--- src/rtl/ibalc_pkg.sv ---
// Shared types and codes for the inode block allocator.
`default_nettype none

package ibalc_pkg;

    localparam int NAME_W = 64;

    // command codes
    localparam logic [1:0] OP_CREATE = 2'd0;
    localparam logic [1:0] OP_DELETE = 2'd1;
    localparam logic [1:0] OP_MAP    = 2'd2;
    localparam logic [1:0] OP_LIST   = 2'd3;

    // result status codes
    localparam logic [2:0] ST_OK        = 3'd0;
    localparam logic [2:0] ST_NO_INODE  = 3'd1;
    localparam logic [2:0] ST_NOT_FOUND = 3'd2;
    localparam logic [2:0] ST_RANGE     = 3'd3;
    localparam logic [2:0] ST_NO_FILES  = 3'd4;

    typedef enum logic [3:0] {
        S_CLEAR,
        S_IDLE,
        S_FREE_SCAN,
        S_ALLOC,
        S_CREATE_FIN,
        S_FIND_RD,
        S_FIND_CMP,
        S_DEL_RD,
        S_DEL_WR,
        S_MAP_RD,
        S_MAP_DONE,
        S_LIST_RD,
        S_LIST_CMP,
        S_EMIT
    } ibalc_state_t;

    typedef struct packed {
        logic set_used;
        logic clr_used;
    } itab_cmd_t;

    typedef struct packed {
        logic map_we;
        logic map_bit;
        logic ptr_we;
    } bstore_cmd_t;

endpackage

`default_nettype wire

--- src/rtl/ibalc_inode_table.sv ---
// Inode table: in-use flags plus name and block count memories.
`default_nettype none

module ibalc_inode_table
    import ibalc_pkg::*;
#(
    parameter int NUM_INODES = 16,
    parameter int CNT_W      = 4,
    localparam int IW        = $clog2(NUM_INODES)
)
(
    input  wire logic              clk,
    input  wire logic              rst_n,
    input  wire itab_cmd_t         cmd,
    input  wire logic [IW-1:0]     wr_idx,
    input  wire logic [NAME_W-1:0] wr_name_high,
    input  wire logic [NAME_W-1:0] wr_name_low,
    input  wire logic [CNT_W-1:0]  wr_count,
    input  wire logic [IW-1:0]     rd_idx,
    output logic                   rd_used,
    output logic [NAME_W-1:0]      rd_name_high,
    output logic [NAME_W-1:0]      rd_name_low,
    output logic [CNT_W-1:0]       rd_count
);

    logic [NUM_INODES-1:0] in_use_reg;
    logic [2*NAME_W-1:0]   name_mem [NUM_INODES];
    logic [CNT_W-1:0]      count_mem [NUM_INODES];
    logic [2*NAME_W-1:0]   name_q;
    logic [CNT_W-1:0]      count_q;

    always_ff @(posedge clk or negedge rst_n)
    begin
        if (!rst_n)
        begin
            in_use_reg <= '0;
        end
        else
        begin
            if (cmd.set_used)
            begin
                in_use_reg[wr_idx] <= 1'b1;
            end
            else if (cmd.clr_used)
            begin
                in_use_reg[wr_idx] <= 1'b0;
            end
        end
    end

    always_ff @(posedge clk)
    begin
        if (cmd.set_used)
        begin
            name_mem[wr_idx]  <= {wr_name_high, wr_name_low};
            count_mem[wr_idx] <= wr_count;
        end
        name_q  <= name_mem[rd_idx];
        count_q <= count_mem[rd_idx];
    end

    assign rd_used      = in_use_reg[rd_idx];
    assign rd_name_high = name_q[2*NAME_W-1:NAME_W];
    assign rd_name_low  = name_q[NAME_W-1:0];
    assign rd_count     = count_q;

endmodule

`default_nettype wire

--- src/rtl/ibalc_block_store.sv ---
// Free-block bitmap and direct block pointer memories.
`default_nettype none

module ibalc_block_store
    import ibalc_pkg::*;
#(
    parameter int NUM_BLOCKS = 128,
    parameter int PTR_DEPTH  = 128,
    localparam int BW        = $clog2(NUM_BLOCKS),
    localparam int PAW       = $clog2(PTR_DEPTH)
)
(
    input  wire logic           clk,
    input  wire bstore_cmd_t    cmd,
    input  wire logic [BW-1:0]  map_waddr,
    input  wire logic [BW-1:0]  map_raddr,
    output logic                map_rdata,
    input  wire logic [PAW-1:0] ptr_waddr,
    input  wire logic [BW-1:0]  ptr_wdata,
    input  wire logic [PAW-1:0] ptr_raddr,
    output logic [BW-1:0]       ptr_rdata
);

    logic          map_mem [NUM_BLOCKS];
    logic [BW-1:0] ptr_mem [PTR_DEPTH];

    always_ff @(posedge clk)
    begin
        if (cmd.map_we)
        begin
            map_mem[map_waddr] <= cmd.map_bit;
        end
        map_rdata <= map_mem[map_raddr];
    end

    always_ff @(posedge clk)
    begin
        if (cmd.ptr_we)
        begin
            ptr_mem[ptr_waddr] <= ptr_wdata;
        end
        ptr_rdata <= ptr_mem[ptr_raddr];
    end

endmodule

`default_nettype wire

--- src/rtl/inode_block_allocator.sv ---
// Inode block allocator top level: command sequencer, scan counters and result register.
// One request at a time. Create scans the inodes one per cycle, then the bitmap one
// entry per cycle. Delete and map search the inodes by name; list walks all of them.
// After reset the bitmap is swept to free, with in_ready low.
`default_nettype none

module inode_block_allocator
    import ibalc_pkg::*;
#(
    parameter int NUM_INODES      = 16,
    parameter int NUM_BLOCKS      = 128,
    parameter int MAX_FILE_BLOCKS = 8
)
(
    input  wire logic        clk,
    input  wire logic        rst_n,
    input  wire logic        in_valid,
    output logic             in_ready,
    input  wire logic [1:0]  opcode,
    input  wire logic [63:0] name_high,
    input  wire logic [63:0] name_low,
    input  wire logic [3:0]  blocks_wanted,
    input  wire logic [2:0]  logical_block,
    output logic             out_valid,
    input  wire logic        out_ready,
    output logic [2:0]       status,
    output logic [3:0]       inode_index,
    output logic [3:0]       blocks_given,
    output logic [7:0]       physical_block,
    output logic [63:0]      out_name_high,
    output logic [63:0]      out_name_low,
    output logic             last
);

    localparam int IW        = $clog2(NUM_INODES);
    localparam int BW        = $clog2(NUM_BLOCKS);
    localparam int CW        = $clog2(MAX_FILE_BLOCKS + 1);
    localparam int PTR_DEPTH = NUM_INODES * MAX_FILE_BLOCKS;
    localparam int PAW       = $clog2(PTR_DEPTH);
    localparam int CMPW      = CW + 5;

    ibalc_state_t state_reg, state_next;

    logic [IW-1:0]     i_reg, i_next;
    logic [BW:0]       b_reg, b_next;
    logic              pend_valid_reg, pend_valid_next;
    logic [BW-1:0]     pend_addr_reg, pend_addr_next;
    logic [CW-1:0]     cnt_reg, cnt_next;
    logic [CW-1:0]     want_reg, want_next;
    logic [CW-1:0]     slot_reg, slot_next;
    logic [IW-1:0]     f_reg, f_next;
    logic [1:0]        op_reg, op_next;
    logic [NAME_W-1:0] nh_reg, nh_next;
    logic [NAME_W-1:0] nl_reg, nl_next;
    logic [2:0]        lb_reg, lb_next;

    logic [2:0]        res_status_reg, res_status_next;
    logic [3:0]        res_idx_reg, res_idx_next;
    logic [3:0]        res_given_reg, res_given_next;
    logic [7:0]        res_phys_reg, res_phys_next;
    logic [NAME_W-1:0] res_nh_reg, res_nh_next;
    logic [NAME_W-1:0] res_nl_reg, res_nl_next;
    logic              res_last_reg, res_last_next;
    logic              res_pend_reg, res_pend_next;

    logic              out_valid_reg, out_valid_next;
    logic [2:0]        out_status_reg, out_status_next;
    logic [3:0]        out_idx_reg, out_idx_next;
    logic [3:0]        out_given_reg, out_given_next;
    logic [7:0]        out_phys_reg, out_phys_next;
    logic [NAME_W-1:0] out_nh_reg, out_nh_next;
    logic [NAME_W-1:0] out_nl_reg, out_nl_next;
    logic              out_last_reg, out_last_next;

    itab_cmd_t         itab_cmd;
    logic              rd_used;
    logic [NAME_W-1:0] rd_name_high;
    logic [NAME_W-1:0] rd_name_low;
    logic [CW-1:0]     rd_count;

    bstore_cmd_t       bs_cmd;
    logic [BW-1:0]     map_waddr;
    logic              map_rdata;
    logic [PAW-1:0]    ptr_base;
    logic [PAW-1:0]    ptr_waddr;
    logic [PAW-1:0]    ptr_raddr;
    logic [BW-1:0]     ptr_rdata;

    logic              accept;
    logic              out_free;
    logic              i_last;
    logic              clear_last;
    logic              b_in_range;
    logic              pend_last;
    logic              alloc_hit;
    logic              alloc_done;
    logic              name_match;
    logic              lb_over;
    logic [CW-1:0]     want_sat;

    ibalc_inode_table #(
        .NUM_INODES (NUM_INODES),
        .CNT_W      (CW)
    ) u_itab (
        .clk          (clk),
        .rst_n        (rst_n),
        .cmd          (itab_cmd),
        .wr_idx       (f_reg),
        .wr_name_high (nh_reg),
        .wr_name_low  (nl_reg),
        .wr_count     (cnt_reg),
        .rd_idx       (i_reg),
        .rd_used      (rd_used),
        .rd_name_high (rd_name_high),
        .rd_name_low  (rd_name_low),
        .rd_count     (rd_count)
    );

    ibalc_block_store #(
        .NUM_BLOCKS (NUM_BLOCKS),
        .PTR_DEPTH  (PTR_DEPTH)
    ) u_bstore (
        .clk       (clk),
        .cmd       (bs_cmd),
        .map_waddr (map_waddr),
        .map_raddr (b_reg[BW-1:0]),
        .map_rdata (map_rdata),
        .ptr_waddr (ptr_waddr),
        .ptr_wdata (pend_addr_reg),
        .ptr_raddr (ptr_raddr),
        .ptr_rdata (ptr_rdata)
    );

    assign in_ready   = (state_reg == S_IDLE);
    assign accept     = in_valid && in_ready;
    assign out_free   = !out_valid_reg || out_ready;
    assign i_last     = (i_reg == IW'(NUM_INODES - 1));
    assign clear_last = (b_reg == (BW+1)'(NUM_BLOCKS - 1));
    assign b_in_range = (b_reg < (BW+1)'(NUM_BLOCKS));
    assign pend_last  = (pend_addr_reg == BW'(NUM_BLOCKS - 1));
    // bitmap data is registered, so it belongs to the previous read address; pend_* tracks that entry
    assign alloc_hit  = pend_valid_reg && !map_rdata && (cnt_reg != want_reg);
    assign alloc_done = (cnt_reg == want_reg) || (pend_valid_reg && pend_last);
    assign name_match = rd_used && (rd_name_high == nh_reg) && (rd_name_low == nl_reg);
    assign lb_over    = (CMPW'(lb_reg) >= CMPW'(rd_count));
    assign want_sat   = ({1'b0, blocks_wanted} > 5'(MAX_FILE_BLOCKS)) ?
                        CW'(MAX_FILE_BLOCKS) : CW'(blocks_wanted);

    assign ptr_base  = PAW'(f_reg) * PAW'(MAX_FILE_BLOCKS);
    assign ptr_waddr = ptr_base + PAW'(cnt_reg);
    assign ptr_raddr = ptr_base + PAW'(slot_reg);

    // next state
    always_comb
    begin
        state_next = state_reg;
        unique case (state_reg)
            S_CLEAR:
            begin
                if (clear_last)
                begin
                    state_next = S_IDLE;
                end
            end
            S_IDLE:
            begin
                if (accept)
                begin
                    unique case (opcode) inside
                        OP_CREATE:        state_next = S_FREE_SCAN;
                        OP_DELETE, OP_MAP: state_next = S_FIND_RD;
                        OP_LIST:          state_next = S_LIST_RD;
                        default:          state_next = S_IDLE;
                    endcase
                end
            end
            S_FREE_SCAN:
            begin
                if (!rd_used)
                begin
                    state_next = S_ALLOC;
                end
                else if (i_last)
                begin
                    state_next = S_EMIT;
                end
            end
            S_ALLOC:
            begin
                if (alloc_done)
                begin
                    state_next = S_CREATE_FIN;
                end
            end
            S_CREATE_FIN: state_next = S_EMIT;
            S_FIND_RD:    state_next = S_FIND_CMP;
            S_FIND_CMP:
            begin
                if (name_match)
                begin
                    if (op_reg == OP_DELETE)
                    begin
                        state_next = S_DEL_RD;
                    end
                    else if (lb_over)
                    begin
                        state_next = S_EMIT;
                    end
                    else
                    begin
                        state_next = S_MAP_RD;
                    end
                end
                else if (i_last)
                begin
                    state_next = S_EMIT;
                end
                else
                begin
                    state_next = S_FIND_RD;
                end
            end
            S_DEL_RD:
            begin
                if (slot_reg == cnt_reg)
                begin
                    state_next = S_EMIT;
                end
                else
                begin
                    state_next = S_DEL_WR;
                end
            end
            S_DEL_WR:   state_next = S_DEL_RD;
            S_MAP_RD:   state_next = S_MAP_DONE;
            S_MAP_DONE: state_next = S_EMIT;
            S_LIST_RD:  state_next = S_LIST_CMP;
            S_LIST_CMP:
            begin
                if ((rd_used && res_pend_reg) || i_last)
                begin
                    state_next = S_EMIT;
                end
                else
                begin
                    state_next = S_LIST_RD;
                end
            end
            S_EMIT:
            begin
                if (out_free)
                begin
                    state_next = res_last_reg ? S_IDLE : S_LIST_CMP;
                end
            end
            default: state_next = S_IDLE;
        endcase
    end

    // datapath and memory commands
    always_comb
    begin
        i_next          = i_reg;
        b_next          = b_reg;
        pend_valid_next = pend_valid_reg;
        pend_addr_next  = pend_addr_reg;
        cnt_next        = cnt_reg;
        want_next       = want_reg;
        slot_next       = slot_reg;
        f_next          = f_reg;
        op_next         = op_reg;
        nh_next         = nh_reg;
        nl_next         = nl_reg;
        lb_next         = lb_reg;
        res_status_next = res_status_reg;
        res_idx_next    = res_idx_reg;
        res_given_next  = res_given_reg;
        res_phys_next   = res_phys_reg;
        res_nh_next     = res_nh_reg;
        res_nl_next     = res_nl_reg;
        res_last_next   = res_last_reg;
        res_pend_next   = res_pend_reg;
        out_valid_next  = out_valid_reg && !out_ready;
        out_status_next = out_status_reg;
        out_idx_next    = out_idx_reg;
        out_given_next  = out_given_reg;
        out_phys_next   = out_phys_reg;
        out_nh_next     = out_nh_reg;
        out_nl_next     = out_nl_reg;
        out_last_next   = out_last_reg;
        itab_cmd        = '0;
        bs_cmd          = '0;
        map_waddr       = b_reg[BW-1:0];

        unique case (state_reg)
            S_CLEAR:
            begin
                bs_cmd.map_we  = 1'b1;
                bs_cmd.map_bit = 1'b0;
                b_next         = clear_last ? '0 : b_reg + 1'b1;
            end
            S_IDLE:
            begin
                if (accept)
                begin
                    op_next       = opcode;
                    nh_next       = name_high;
                    nl_next       = name_low;
                    want_next     = want_sat;
                    lb_next       = logical_block;
                    i_next        = '0;
                    res_pend_next = 1'b0;
                end
            end
            S_FREE_SCAN:
            begin
                if (!rd_used)
                begin
                    f_next          = i_reg;
                    b_next          = '0;
                    cnt_next        = '0;
                    pend_valid_next = 1'b0;
                end
                else if (i_last)
                begin
                    res_status_next = ST_NO_INODE;
                    res_idx_next    = '0;
                    res_given_next  = '0;
                    res_phys_next   = '0;
                    res_nh_next     = '0;
                    res_nl_next     = '0;
                    res_last_next   = 1'b1;
                end
                else
                begin
                    i_next = i_reg + 1'b1;
                end
            end
            S_ALLOC:
            begin
                pend_valid_next = b_in_range;
                pend_addr_next  = b_reg[BW-1:0];
                if (b_in_range)
                begin
                    b_next = b_reg + 1'b1;
                end
                if (alloc_hit)
                begin
                    bs_cmd.map_we  = 1'b1;
                    bs_cmd.map_bit = 1'b1;
                    bs_cmd.ptr_we  = 1'b1;
                    map_waddr      = pend_addr_reg;
                    cnt_next       = cnt_reg + 1'b1;
                end
            end
            S_CREATE_FIN:
            begin
                itab_cmd.set_used = 1'b1;
                res_status_next   = ST_OK;
                res_idx_next      = 4'(f_reg);
                res_given_next    = 4'(cnt_reg);
                res_phys_next     = '0;
                res_nh_next       = '0;
                res_nl_next       = '0;
                res_last_next     = 1'b1;
            end
            S_FIND_CMP:
            begin
                if (name_match)
                begin
                    f_next    = i_reg;
                    cnt_next  = rd_count;
                    slot_next = (op_reg == OP_DELETE) ? '0 : CW'(lb_reg);
                    if (op_reg != OP_DELETE && lb_over)
                    begin
                        res_status_next = ST_RANGE;
                        res_idx_next    = 4'(i_reg);
                        res_given_next  = 4'(rd_count);
                        res_phys_next   = '0;
                        res_nh_next     = '0;
                        res_nl_next     = '0;
                        res_last_next   = 1'b1;
                    end
                end
                else if (i_last)
                begin
                    res_status_next = ST_NOT_FOUND;
                    res_idx_next    = '0;
                    res_given_next  = '0;
                    res_phys_next   = '0;
                    res_nh_next     = '0;
                    res_nl_next     = '0;
                    res_last_next   = 1'b1;
                end
                else
                begin
                    i_next = i_reg + 1'b1;
                end
            end
            S_DEL_RD:
            begin
                if (slot_reg == cnt_reg)
                begin
                    itab_cmd.clr_used = 1'b1;
                    res_status_next   = ST_OK;
                    res_idx_next      = 4'(f_reg);
                    res_given_next    = 4'(cnt_reg);
                    res_phys_next     = '0;
                    res_nh_next       = '0;
                    res_nl_next       = '0;
                    res_last_next     = 1'b1;
                end
            end
            S_DEL_WR:
            begin
                bs_cmd.map_we  = 1'b1;
                bs_cmd.map_bit = 1'b0;
                map_waddr      = ptr_rdata;
                slot_next      = slot_reg + 1'b1;
            end
            S_MAP_DONE:
            begin
                res_status_next = ST_OK;
                res_idx_next    = 4'(f_reg);
                res_given_next  = 4'(cnt_reg);
                res_phys_next   = 8'(ptr_rdata) + 8'd1;
                res_nh_next     = '0;
                res_nl_next     = '0;
                res_last_next   = 1'b1;
            end
            S_LIST_CMP:
            begin
                if (rd_used && res_pend_reg)
                begin
                    // flush the held entry first; this inode is looked at again
                    res_last_next = 1'b0;
                end
                else
                begin
                    if (rd_used)
                    begin
                        res_status_next = ST_OK;
                        res_idx_next    = 4'(i_reg);
                        res_given_next  = 4'(rd_count);
                        res_phys_next   = '0;
                        res_nh_next     = rd_name_high;
                        res_nl_next     = rd_name_low;
                        res_pend_next   = 1'b1;
                        res_last_next   = i_last;
                    end
                    else if (i_last)
                    begin
                        res_last_next = 1'b1;
                        if (!res_pend_reg)
                        begin
                            res_status_next = ST_NO_FILES;
                            res_idx_next    = '0;
                            res_given_next  = '0;
                            res_phys_next   = '0;
                            res_nh_next     = '0;
                            res_nl_next     = '0;
                        end
                    end
                    if (!i_last)
                    begin
                        i_next = i_reg + 1'b1;
                    end
                end
            end
            S_EMIT:
            begin
                if (out_free)
                begin
                    out_valid_next  = 1'b1;
                    out_status_next = res_status_reg;
                    out_idx_next    = res_idx_reg;
                    out_given_next  = res_given_reg;
                    out_phys_next   = res_phys_reg;
                    out_nh_next     = res_nh_reg;
                    out_nl_next     = res_nl_reg;
                    out_last_next   = res_last_reg;
                    res_pend_next   = 1'b0;
                end
            end
            default:
            begin
                i_next = i_reg;
            end
        endcase
    end

    always_ff @(posedge clk or negedge rst_n)
    begin
        if (!rst_n)
        begin
            state_reg      <= S_CLEAR;
            i_reg          <= '0;
            b_reg          <= '0;
            pend_valid_reg <= 1'b0;
            cnt_reg        <= '0;
            slot_reg       <= '0;
            res_pend_reg   <= 1'b0;
            out_valid_reg  <= 1'b0;
        end
        else
        begin
            state_reg      <= state_next;
            i_reg          <= i_next;
            b_reg          <= b_next;
            pend_valid_reg <= pend_valid_next;
            cnt_reg        <= cnt_next;
            slot_reg       <= slot_next;
            res_pend_reg   <= res_pend_next;
            out_valid_reg  <= out_valid_next;
        end
    end

    always_ff @(posedge clk)
    begin
        pend_addr_reg  <= pend_addr_next;
        want_reg       <= want_next;
        f_reg          <= f_next;
        op_reg         <= op_next;
        nh_reg         <= nh_next;
        nl_reg         <= nl_next;
        lb_reg         <= lb_next;
        res_status_reg <= res_status_next;
        res_idx_reg    <= res_idx_next;
        res_given_reg  <= res_given_next;
        res_phys_reg   <= res_phys_next;
        res_nh_reg     <= res_nh_next;
        res_nl_reg     <= res_nl_next;
        res_last_reg   <= res_last_next;
        out_status_reg <= out_status_next;
        out_idx_reg    <= out_idx_next;
        out_given_reg  <= out_given_next;
        out_phys_reg   <= out_phys_next;
        out_nh_reg     <= out_nh_next;
        out_nl_reg     <= out_nl_next;
        out_last_reg   <= out_last_next;
    end

    assign out_valid      = out_valid_reg;
    assign status         = out_status_reg;
    assign inode_index    = out_idx_reg;
    assign blocks_given   = out_given_reg;
    assign physical_block = out_phys_reg;
    assign out_name_high  = out_nh_reg;
    assign out_name_low   = out_nl_reg;
    assign last           = out_last_reg;

endmodule

`default_nettype wire

--- config.mk ---
export PLATFORM = sky130hd
export DESIGN_NAME = inode_block_allocator
export DESIGN_NICKNAME = d
export VERILOG_FILES = /design/src/rtl/ibalc_pkg.sv /design/src/rtl/ibalc_inode_table.sv /design/src/rtl/ibalc_block_store.sv /design/src/rtl/inode_block_allocator.sv
export SDC_FILE = /design/constraint.sdc
export NUM_CORES = 2
export LEC_CHECK = 0
export BUFFER_PORTS_ARGS = -buffer_cell sky130_fd_sc_hd__buf_2
export CORE_MARGIN = 2
export CORE_UTILIZATION = 40
export DETAILED_ROUTE_END_ITERATION = 10
export PLACE_DENSITY = 0.63
export SLEW_MARGIN = 10
export SYNTH_ARGS = -nofsm -noshare
export SYNTH_HDL_FRONTEND = slang
export SYNTH_SLANG_ARGS = --single-unit
--- constraint.sdc ---
create_clock -name clk -period 16.65 [get_ports clk]
set_input_delay 1.665 -clock clk [delete_from_list [all_inputs] [get_ports clk]]
set_output_delay 1.665 -clock clk [all_outputs]
set_load 0.01 [all_outputs]
# After elaboration in Yosys (flattened, before gate mapping)
# Memories as Yosys holds them, arrays and structs flattened. A register that Yosys moved wholly into a read port is not among the register bits.
# Cells that the tools add are included.
# word_totals
ff_bits	487
latch_bits	0
ramBits	3136
mem_bits_ro	0
input_bits	141
output_inout_bits	150
wordCells	267
n_memories	4
# mem_list
memory	depth	word_bits	read_ports	rd_ports_with_merged_regs	write_ports	line_no	source
u_itab.name_mem	16	128	1	1	1	ibalc_inode_table.sv:27	logic [2*NAME_W-1:0] name_mem [NUM_INODES];
u_bstore.ptr_mem	128	7	1	1	1	ibalc_block_store.sv:25	logic [BW-1:0] ptr_mem [PTR_DEPTH];
u_bstore.map_mem	128	1	1	1	1	ibalc_block_store.sv:24	logic map_mem [NUM_BLOCKS];
u_itab.count_mem	16	4	1	1	1	ibalc_inode_table.sv:28	logic [CNT_W-1:0] count_mem [NUM_INODES];
# op_classes
addsub	7
n_mul	0
div	0
order_cmp	6
eq_ne	45
shift	0
mux	127
n_bitwise	3
reduce_logical	45
# op_table
cell	count
$mux W64	14
$pmux W64 S5	2
$mux W4	37
$eq A64 B64 Y1	2
$mux W8	12
$pmux W4 S13	1
$pmux W8 S6	1
$mux W3	15
$pmux W4 S5	2
$mux W16	2
$eq A4 B4 Y1 const B	7
$mux W1	26
$ne A2 B2 Y1 const B	13
$pmux W4 S3	2
$pmux W8 S3	1
$and A16 B16 Y16	1
$eq A4 B3 Y1 const B	4
$not A16 Y16	1
$or A16 B16 Y16	1
$pmux W4 S2	2
$pmux W4 S4	1
$ne A3 B3 Y1 const B	5
$pmux W3 S5	1
$reduce_and A5 Y1	3
42 further kinds	77

# Longest topological paths before layout
# depth
depth_word	8
mapped_depth	12
depth_no_buf	9

# Hierarchy
# Synthesis repeated with hierarchy kept, for this count alone.
# hier_totals
cells_unflattened	6568
hier_area_um2	142258.9
# modules_own_cells
mod	n_inst	cells_per_inst	area_per_inst_um2
ibalc_inode_table	1	3341	82917.0
ibalc_block_store	1	1948	40102.2
inode_block_allocator	1	1279	19239.7

# Worst setup path after synthesis
# OpenSTA, ideal clock, no wires.
# synth_timing
path_kind	register to register
start	reg slot_reg[0]
end	reg res_status_reg[0] (enable)
setup_ps	320
t_arrival_ps	12595
required_ps	16330
path_slack_ps	3735
stages_incl_launch_ff	10
period_less_slack_ps	12915
cell_sequence	dfrtp_1 -> clkbuf_1 -> buf_2 -> clkbuf_1 -> xor2_1 -> nor4_1 -> a31oi_1 -> a22oi_1 -> a21boi_0 -> o21a_1
# synth_between
elab_chain_cells	3
# synth_lines
element	line_no	source
start, declared	inode_block_allocator.sv:50	logic [CW-1:0] slot_reg, slot_next;
start signal, assigned	inode_block_allocator.sv:512	slot_reg <= slot_next;
$eq A4 B4 Y1	inode_block_allocator.sv:402	if (slot_reg == cnt_reg)
$ne A2 B2 Y1 (no source line)	-	
$reduce_and A9 Y1 (no source line)	-	
end signal, assigned	inode_block_allocator.sv:527	res_status_reg <= res_status_next;
end, declared	inode_block_allocator.sv:57	logic [2:0] res_status_reg, res_status_next;
# No other way between the ends.
# A chain may end at the register's enable or synchronous reset.

# Final worst setup path
# layout_timing
start	reg nl_reg[18]
end	reg res_nl_reg[7] (data pin)
# layout_between
elab_chain_cells	4
# layout_lines
element	line_no	source
start, declared	inode_block_allocator.sv:54	logic [NAME_W-1:0] nl_reg, nl_next;
start signal, assigned	inode_block_allocator.sv:525	nl_reg <= nl_next;
$eq A64 B64 Y1	inode_block_allocator.sv:144	assign name_match = rd_used && (rd_name_high == nh_reg) && (rd_name_low == nl_reg);
$logic_and A1 B1 Y1	inode_block_allocator.sv:144	
$mux W64	inode_block_allocator.sv:369	if (name_match)
$pmux W64 S5	inode_block_allocator.sv:295	unique case (state_reg)
named net res_nl_next[7]	inode_block_allocator.sv:62	logic [NAME_W-1:0] res_nl_reg, res_nl_next;
end signal, assigned	inode_block_allocator.sv:532	res_nl_reg <= res_nl_next;
end, declared	inode_block_allocator.sv:62	
# The timed path passes the listed nets, and every way through them passes these cells.

==> flow_summary.toml <==
[run_status]
status = "complete, no violations"

[sta]
worst_slew_pin_slew_ns = 1.283
finalCritPeriodShare = 0.3897
hold_viol = 0
slew_violations = 0
fin_crit_ns = 6.488
setup-violations-final = 0
clock_skew_ns = 0.1258
setup_tns_ns = 0
fmax_mhz = 154.1
slew_headroom = 0.1368
rsz0062_at_grt = "no"
hold_ws_ns = 0.4547

[cells_and_area]
utilization = 0.4584
drive_gt1_frac = 0.2891
fin_cells = 11710
final_nets = 6799
top_register = "u_itab.name_mem"
syn2layout_area_growth_pct = 14.07
top_regs = "u_itab.name_mem: 2048 flops, u_bstore.ptr_mem: 896 flops"
largest_register_ffs = 2048

[power]
p_per_area_nw_per_um2 = 156.2
peakVddDrop_v = 0.0001277
p_leak_nw = 49.90

[critical_path]
crit_required_ns = 17.31
startpoint_type = "flop"
cpPeakStageDelay_ns = 1.24
path_cells = "xnor2_1 -> nand4_1 -> nor4_1 -> nand4_1 -> o41a_1 -> o211a_4 -> buf_4 -> buf_4 -> a22o_1"
cp_top_family = "simple AND/OR/NAND/NOR gates"
cp.buffers_inverters = 2
cp_slowest_cell = "nor4_1"
crit_fanout = 56
path_class = "flop to flop"
crit_arrival_ns = 7.15
end_kind = "flop"

[yosys]
async_flop_share = 0.01143
yosysSeqAreaShare = 0.7859
netlist_instances = 6178
ys_types = 65
ys_top_cells_by_count = "edfxtp_1 (3580), mux4_2 (984), nor2_1 (324)"
synth_edf_count = 3580
synth_top_cell_area_share = 0.7585
ys_top_cells_by_area = "edfxtp_1 (76%), mux4_2 (16%), dfxtp_1 (2.0%)"
synth_top_family_by_area = "multiplexers"
synth_mux_area_frac = 0.1596
synth_xor_area_frac = 0.009207
synth_seq_cells = 3763
syn_area_per_cell_um2 = 22.94
synth.cell_area_um2 = 141700
synth_flop_cell = "edfxtp_1"
synthSimpleGateAreaFrac = 0.01943
synth_warnings = 0
yosysTopAreaCell = "edfxtp_1"
synth_compound_area_frac = 0.01587
synth_fp_nets = 6333
synthAdderAreaFrac = 0.001236
yosysMostFrequentCell = "edfxtp_1"

[floorplanning]
core_area_um2 = 352700
die_y_um = 599.3
dieArea_um2 = 359100
die_x_um = 599.3
fp-row-count = 218
initial_core_util = 0.4019
io_pins = 291

[detailed_routing]
vias_per_cell = 5.731
route.vias.total = 67130
drtIter0Drc = 8399
wl_per_cell_um = 31.22
drcViolationCount = 0
routed_wl_um = 365700
firstDrtPassIters = 6
ant_nets = 0

[clock_tree]
clkSinkCount = 3763
clk_path_buf_depth = 4
clock_latency_ns = 0.98
clk_pin_slew_worst_paths_ns = 0.06
cts_inserted_buffers = 375
root_buffer = "clkbuf_16"
htree_num_levels = 5
hold_buffers = 0
cts_resized = 0
cts_setup_buffers = 0
cts_tree = "done"

[placed_design]
dp.cells = 11000
dp_hpwl_um = 201700
portBuffers = 290
gp_congestion = 0.7983

[run]
drv_cap = 0

[global_route]
overflow = 0
grt_pass1_wl_um = 513700
met1_usage = 0.2816
grt_max_degree = 138
grtUsageMet2 = 0.3304
grt_usage = 0.2008
top_usage_layer = "met2"
gr-usage-met3 = 0.03172
grt_pass1_vias = 67080
antenna_found_initial = 44

[worst_hold_path]
hp-class = "flop to flop"
-- final timing paths --
path	end	slack, ns	start	cells after the start
setup / recovery	res_nl_reg[7]	10.16	nl_reg[18]	9
hold / removal	status[1]	0.45	res_status_reg[1]	0
setup reg to reg	res_nl_reg[7]	10.16	nl_reg[18]	9
hold reg to reg	status[1]	0.45	res_status_reg[1]	0
max in group asynchronous	i_reg[1]	14.87	rst_n	1
min in group asynchronous	cnt_reg[3]	0.96	rst_n	1
-- layout make-up --
cell class	instances	area (um2)
flip-flops and latches	3763	111400
clock inverters	203	2190
clock buffers	493	10310
multi-input cells	2093	29310
repair buffers	391	2410
fillers	28830	191000
well taps	4730	5918
diodes	20	50.05
inverters	20	82.58
-- cell usage in the layout (no fill, tap or decap), types with 18 or more instances in the layout --
| cell type | count |
|---|---|
| nor2_1 | 307 |
| nor3_1 | 20 |
| o21ai_0 | 52 |
| xnor2_1 | 92 |
| mux2_2 | 35 |
| a21oi_1 | 21 |
| nand3_1 | 19 |
| clkbuf_16 | 384 |
| dfxtp_1 | 140 |
| inv_1 | 18 |
| nor2b_1 | 21 |
| clkinv_1 | 64 |
| xor2_1 | 57 |
| buf_4 | 85 |
| edfxtp_1 | 3580 |
| a22o_1 | 132 |
| o22ai_1 | 24 |
| buf_2 | 290 |
| diode_2 | 20 |
| nand2_1 | 89 |
| nor4_1 | 20 |
| clkbuf_1 | 80 |
| mux4_2 | 984 |
| dfrtp_1 | 35 |
| nand4_1 | 38 |
| clkinv_2 | 63 |
| clkbuf_8 | 29 |
| bufinv_16 | 38 |
-- through the flow --
stage	total power, mW	area [um2]	setup slack, ns
6_report	25.25	161700	10.16
5_1_grt	26.06	161600	10.18
3_3_place_gp	16.88	149100	10.02
2_1_floorplan	15.18	141700	3.735
4_1_cts	25.46	161600	10.11
3_5_place_dp	16.94	149100	10.19
-- routing by layer --
metal  wire length, um  share of wire  vias up
met5                84        0.00023        -
met4              8269          0.023       12
met3             28930          0.079      484
met2            181000           0.50     3148
met1            147400           0.40    36450
li1                  -              -    27030
-- power breakdown --
part           switching [mW]  internal, mW
Sequential              0.812          11.4
Combinational            2.47          2.04
Clock                    3.60          4.96
Total                    6.88          18.4
-- kinds of logic after synthesis --
kind of cell / after synthesis
AOI/OAI and AO/OA: 297
xor gates and xnor gates: 149
adders and majority gates: 14
buffers and inverters: 322
DFF: 3763
muxes: 1025
and+or+nand+nor: 608
Note: power is estimated with default switching activity, not from simulation.
